--- src/rtl/assert_macros.svh ---
// assertion macros included by the top level rtl file
`ifndef ASSERT_MACROS_SVH
`define ASSERT_MACROS_SVH
`ifndef SYNTHESIS
`define ASSERT_AT(lbl, clk, rst_n, prop) \
	lbl: assert property (@(posedge clk) disable iff (!rst_n) (prop)) \
		else $error("assertion failed");
`define ASSERT_NEVER(lbl, clk, rst_n, cond) \
	lbl: assert property (@(posedge clk) disable iff (!rst_n) !(cond)) \
		else $error("forbidden condition seen");
`else
`define ASSERT_AT(lbl, clk, rst_n, prop)
`define ASSERT_NEVER(lbl, clk, rst_n, cond)
`endif
`endif

--- src/rtl/bbbs_ram.sv ---
// generic single write port ram with registered read
module bbbs_ram #(
	parameter int WIDTH = 32,
	parameter int DEPTH = 64
) (
	input  logic                     clk,
	input  logic                     we,
	input  logic [$clog2(DEPTH)-1:0] waddr,
	input  logic [WIDTH-1:0]         wdata,
	input  logic [$clog2(DEPTH)-1:0] raddr,
	output logic [WIDTH-1:0]         rdata
);

	logic [WIDTH-1:0] mem_q [DEPTH];

	always_ff @(posedge clk) begin
		if (we) begin
			mem_q[waddr] <= wdata;
		end
		rdata <= mem_q[raddr];
	end

endmodule

--- config.mk ---
export PLATFORM = sky130hd
export DESIGN_NAME = bbbs_ram
export DESIGN_NICKNAME = d
export VERILOG_FILES = /design/src/rtl/assert_macros.svh /design/src/rtl/bbbs_ram.sv
export SDC_FILE = /design/constraint.sdc
export NUM_CORES = 2
export LEC_CHECK = 0
export ABC_AREA = 1
export BUFFER_PORTS_ARGS = -buffer_cell sky130_fd_sc_hd__buf_2
export CAP_MARGIN = 20
export CORE_UTILIZATION = 30
export CTS_CLUSTER_DIAMETER = 200
export DETAILED_ROUTE_END_ITERATION = 8
export GPL_TIMING_DRIVEN = 1
export SYNTH_ARGS = -nofsm -noshare
export SYNTH_HDL_FRONTEND = slang
export SYNTH_SLANG_ARGS = --single-unit
--- constraint.sdc ---
create_clock -name clk -period 6 [get_ports clk]
set_input_delay 0.6 -clock clk [delete_from_list [all_inputs] [get_ports clk]]
set_output_delay 0.6 -clock clk [all_outputs]
set_load 0.005 [all_outputs]
# Word-level counts from Yosys, hierarchy flattened
# Memory sizes are Yosys's and may differ from the RTL's. A register that Yosys moved wholly into a read port is not among the register bits.
# Cells that the tools add are included.
dict set report word_totals {
  reg_bits 0
  ramBits 2048
  input_bits 46
  elab_cells 3
  memories 1
}
dict set report op_classes {
  n_mux 2
}
# name words width rd rd_clocked_by_memory_dff write_ports line_no
set mem_list {}
lappend mem_list {mem_q 64 32 1 1 1 bbbs_ram.sv:14} ;# logic [WIDTH-1:0] mem_q [DEPTH];
# operator n
set op_table {}
lappend op_table {{$mux 1} 2}

# Depth between registers and ports, before layout
dict set report depth {
  word_depth 2
  ltp_mapped 13
  depth_no_buf 9
}

# Worst setup path before layout
# OpenSTA, ideal clock, no wires.
dict set report synth_path {
  path_kind {input to register}
  start {in we}
  end {mem mem_q[48][0], enable pin}
  setup_ns 0.502
  t_arrival_ns 4.228
  required_time_ns 5.498
  slack_ns 1.270
  stages 3
  n_path_buf 1
  cell_sequence {clkbuf_1 nand4_1 nor4_1}
}
dict set report synth_between {
  elab_chain_cells 2
}
# element line_no
set synth_rtl {}
lappend synth_rtl {{start, declared} bbbs_ram.sv:7} ;# input logic we,
lappend synth_rtl {{$mux 1} bbbs_ram.sv:17} ;# if (we) begin
lappend synth_rtl {{$mux 1 (implied by the code)} bbbs_ram.sv:18} ;# mem_q[waddr] <= wdata;
lappend synth_rtl {{end, declared} bbbs_ram.sv:14}
# No other way between the ends.

==> run metrics <==
Core Region=about 0.27 mm2; Unique masters post-synth=16; Post-CTS Resized=0; Place WS=2150 ps; Post-DP HPWL=129000 um; TritonCTS clock tree=built; Final Non-Filler Cells=10.5k; Clock Sink Count=~2.1k; via count=53.5k; GRT Total Usage=0.170; first-pass GRT wire length=353000 um; htree depth=4; leak pwr=32.1 nW; Min Hold Slack=406 ps; Setup CP Type=primary input to flip-flop; total detailed-routing wirelength=242000 um; Syn Nets=6815; die width=527 um; DP Area=0.0875 mm2; Pwr Total=30.0 mW; flops & latches, synth=2080; Finished Core Util=0.342; DRC Markers=0; RSZ-0062 raised after global routing=false; Layout fillers=26.5k; port buffer count=77; Synth warnings=0; Seq/Total Area, Yosys=0.751; die area=around 0.28 mm2; DRT iter0 DRCs=5693; synthesized area per cell=12.2 um2; crit start category=primary input; Power per Cell Area=~320 mW/mm2; min Tclk post-route=3000 ps; Final Cycle Share=0.500; fraction of layout cells with a size suffix above 1=0.0828; Mapped Cells=6769; largest net degree at the start of global routing=178; chip height=527 um; vias per cell=approximately 5.1; gr ovfl total=0; cell area after synthesis=0.0827 mm2; Clock Pin Slew Worst Setup and Hold Paths=60 ps; final net count=6794; GP Congestion=0.850; initial antenna violation count=26; post-route cell area=approximately 0.094 mm2; CP arrival=3700 ps; CP endpoint kind=flip-flop; CTS Buffer Depth=3; Pre-antenna DRT Iters=8; status=complete, no violations; max-cap viol count=0; CP required=6700 ps; post-route worst setup slack=3000 ps; Final setup viols=0; Clk Latency, worst-skew pair=~850 ps; Max Fclk=333 MHz; FP Rows=192; WL/cell=23.0 um; final slew viol count=0; TritonCTS Buffers=194; Max VDD drop=328 uV; Setup TNS Final=0 ps; setup bufs post-CTS=0; final setup skew=28.4 ps; Inst Count DP=10.1k; Root Driver=clkbuf_16; Fin. Hold Viols=0; worst-path fanout max=149; Top Ports=78; Initial Util=0.302; remaining antenna violation count after routing=0; Worst Hold Class=primary input to flip-flop; transition time of the tightest slew-check pin=1170 ps; CTS Hold Bufs=0; Area Growth Syn to Fin=13.3%; vias in the first global route=a little over 50k; slew margin rel.=0.218
[Yosys cell counts, drive strengths merged]
cell type,number,area [um2]
buf,372,1960
clkbuf,77,289
dfxtp,32,641
edfxtp,2048,61500
inv,12,47.6
nand2,2248,8440
nand3,1907,9540
nand4,9,56.3
nor2,56,210
nor4,8,50.1
[per-layer routing]
layer,track usage,routed length [um],vias up
li1,-,-,24101
met1,0.219,97200,26660
met2,0.280,117000,2333
met3,0.0261,16800,425
met4,0.0803,11100,8
met5,0,54,-
[logic make-up after synthesis]
kind of cell,synth area share
flip-flops,0.751
buffers and inverters,0.0278
AND/OR/NAND/NOR,0.221
[final timing paths]
check | endpoint | cells after the start | slack, ps | from
setup reg to reg | rdata[17]$_DFF_P_ | 8 | 4240 | mem_q[15][17]$_DFFE_PP_
hold / removal | rdata[5]$_DFF_P_ | 5 | 410 | raddr[3]
hold reg to reg | rdata[13]$_DFF_P_ | 8 | 820 | mem_q[4][13]$_DFFE_PP_
setup / recovery | rdata[17]$_DFF_P_ | 10 | 3000 | raddr[1]
[layout by cell type, fill, tap and decap left out, drive strengths merged]
| master | Yosys | routed |
|---|---|---|
| dfxtp | 32 | 32 |
| nand2 | 2248 | 2248 |
| clkinvlp | 0 | 3 |
| edfxtp | 2048 | 2048 |
| clkbuf | 77 | 256 |
| diode | 0 | 32 |
| buf | 372 | 232 |
| bufinv | 0 | 11 |
| inv | 12 | 18 |
| clkinv | 0 | 84 |
| nor4 | 8 | 8 |
| nor2 | 56 | 56 |
| nand4 | 9 | 9 |
| nand3 | 1907 | 1907 |
[final cells by class]
class / instances / area, um2 / share of cell area
Antenna cell: 32 / 80.1 / 0.000854
Clock buffer: 256 / 5250 / 0.0560
Clock inverter: 104 / 852 / 0.00909
Inverter: 12 / 82.6 / 0.000881
Multi-Input combinational cell: 4228 / 18800 / 0.200
Sequential cell: 2080 / 62100 / 0.663
Tap cell: 3589 / 4490 / 0.0479
Timing Repair Buffer: 232 / 2110 / 0.0225
[sequential cells by signal, indices dropped and copies added (netlist names)]
register and cells:
rdata 32, mem_q 2048
[power breakdown]
part	internal [mW]	switching (mW)	total, mW
Combinational	0.426	1.42	1.85
Clock	6.63	5.33	12.0
Sequential	16.1	0.0885	16.2
[critical path, cell delays in order]
cell,delay [ps]
buf_8,190
inv_8,580
buf_12,590
nand3_1,160
nand3_1,120
nand2_1,70
nand2_1,140
nand3_1,200
nand3_1,430
nand2_1,110
No activity file was read; power rests on OpenSTA's default activity.
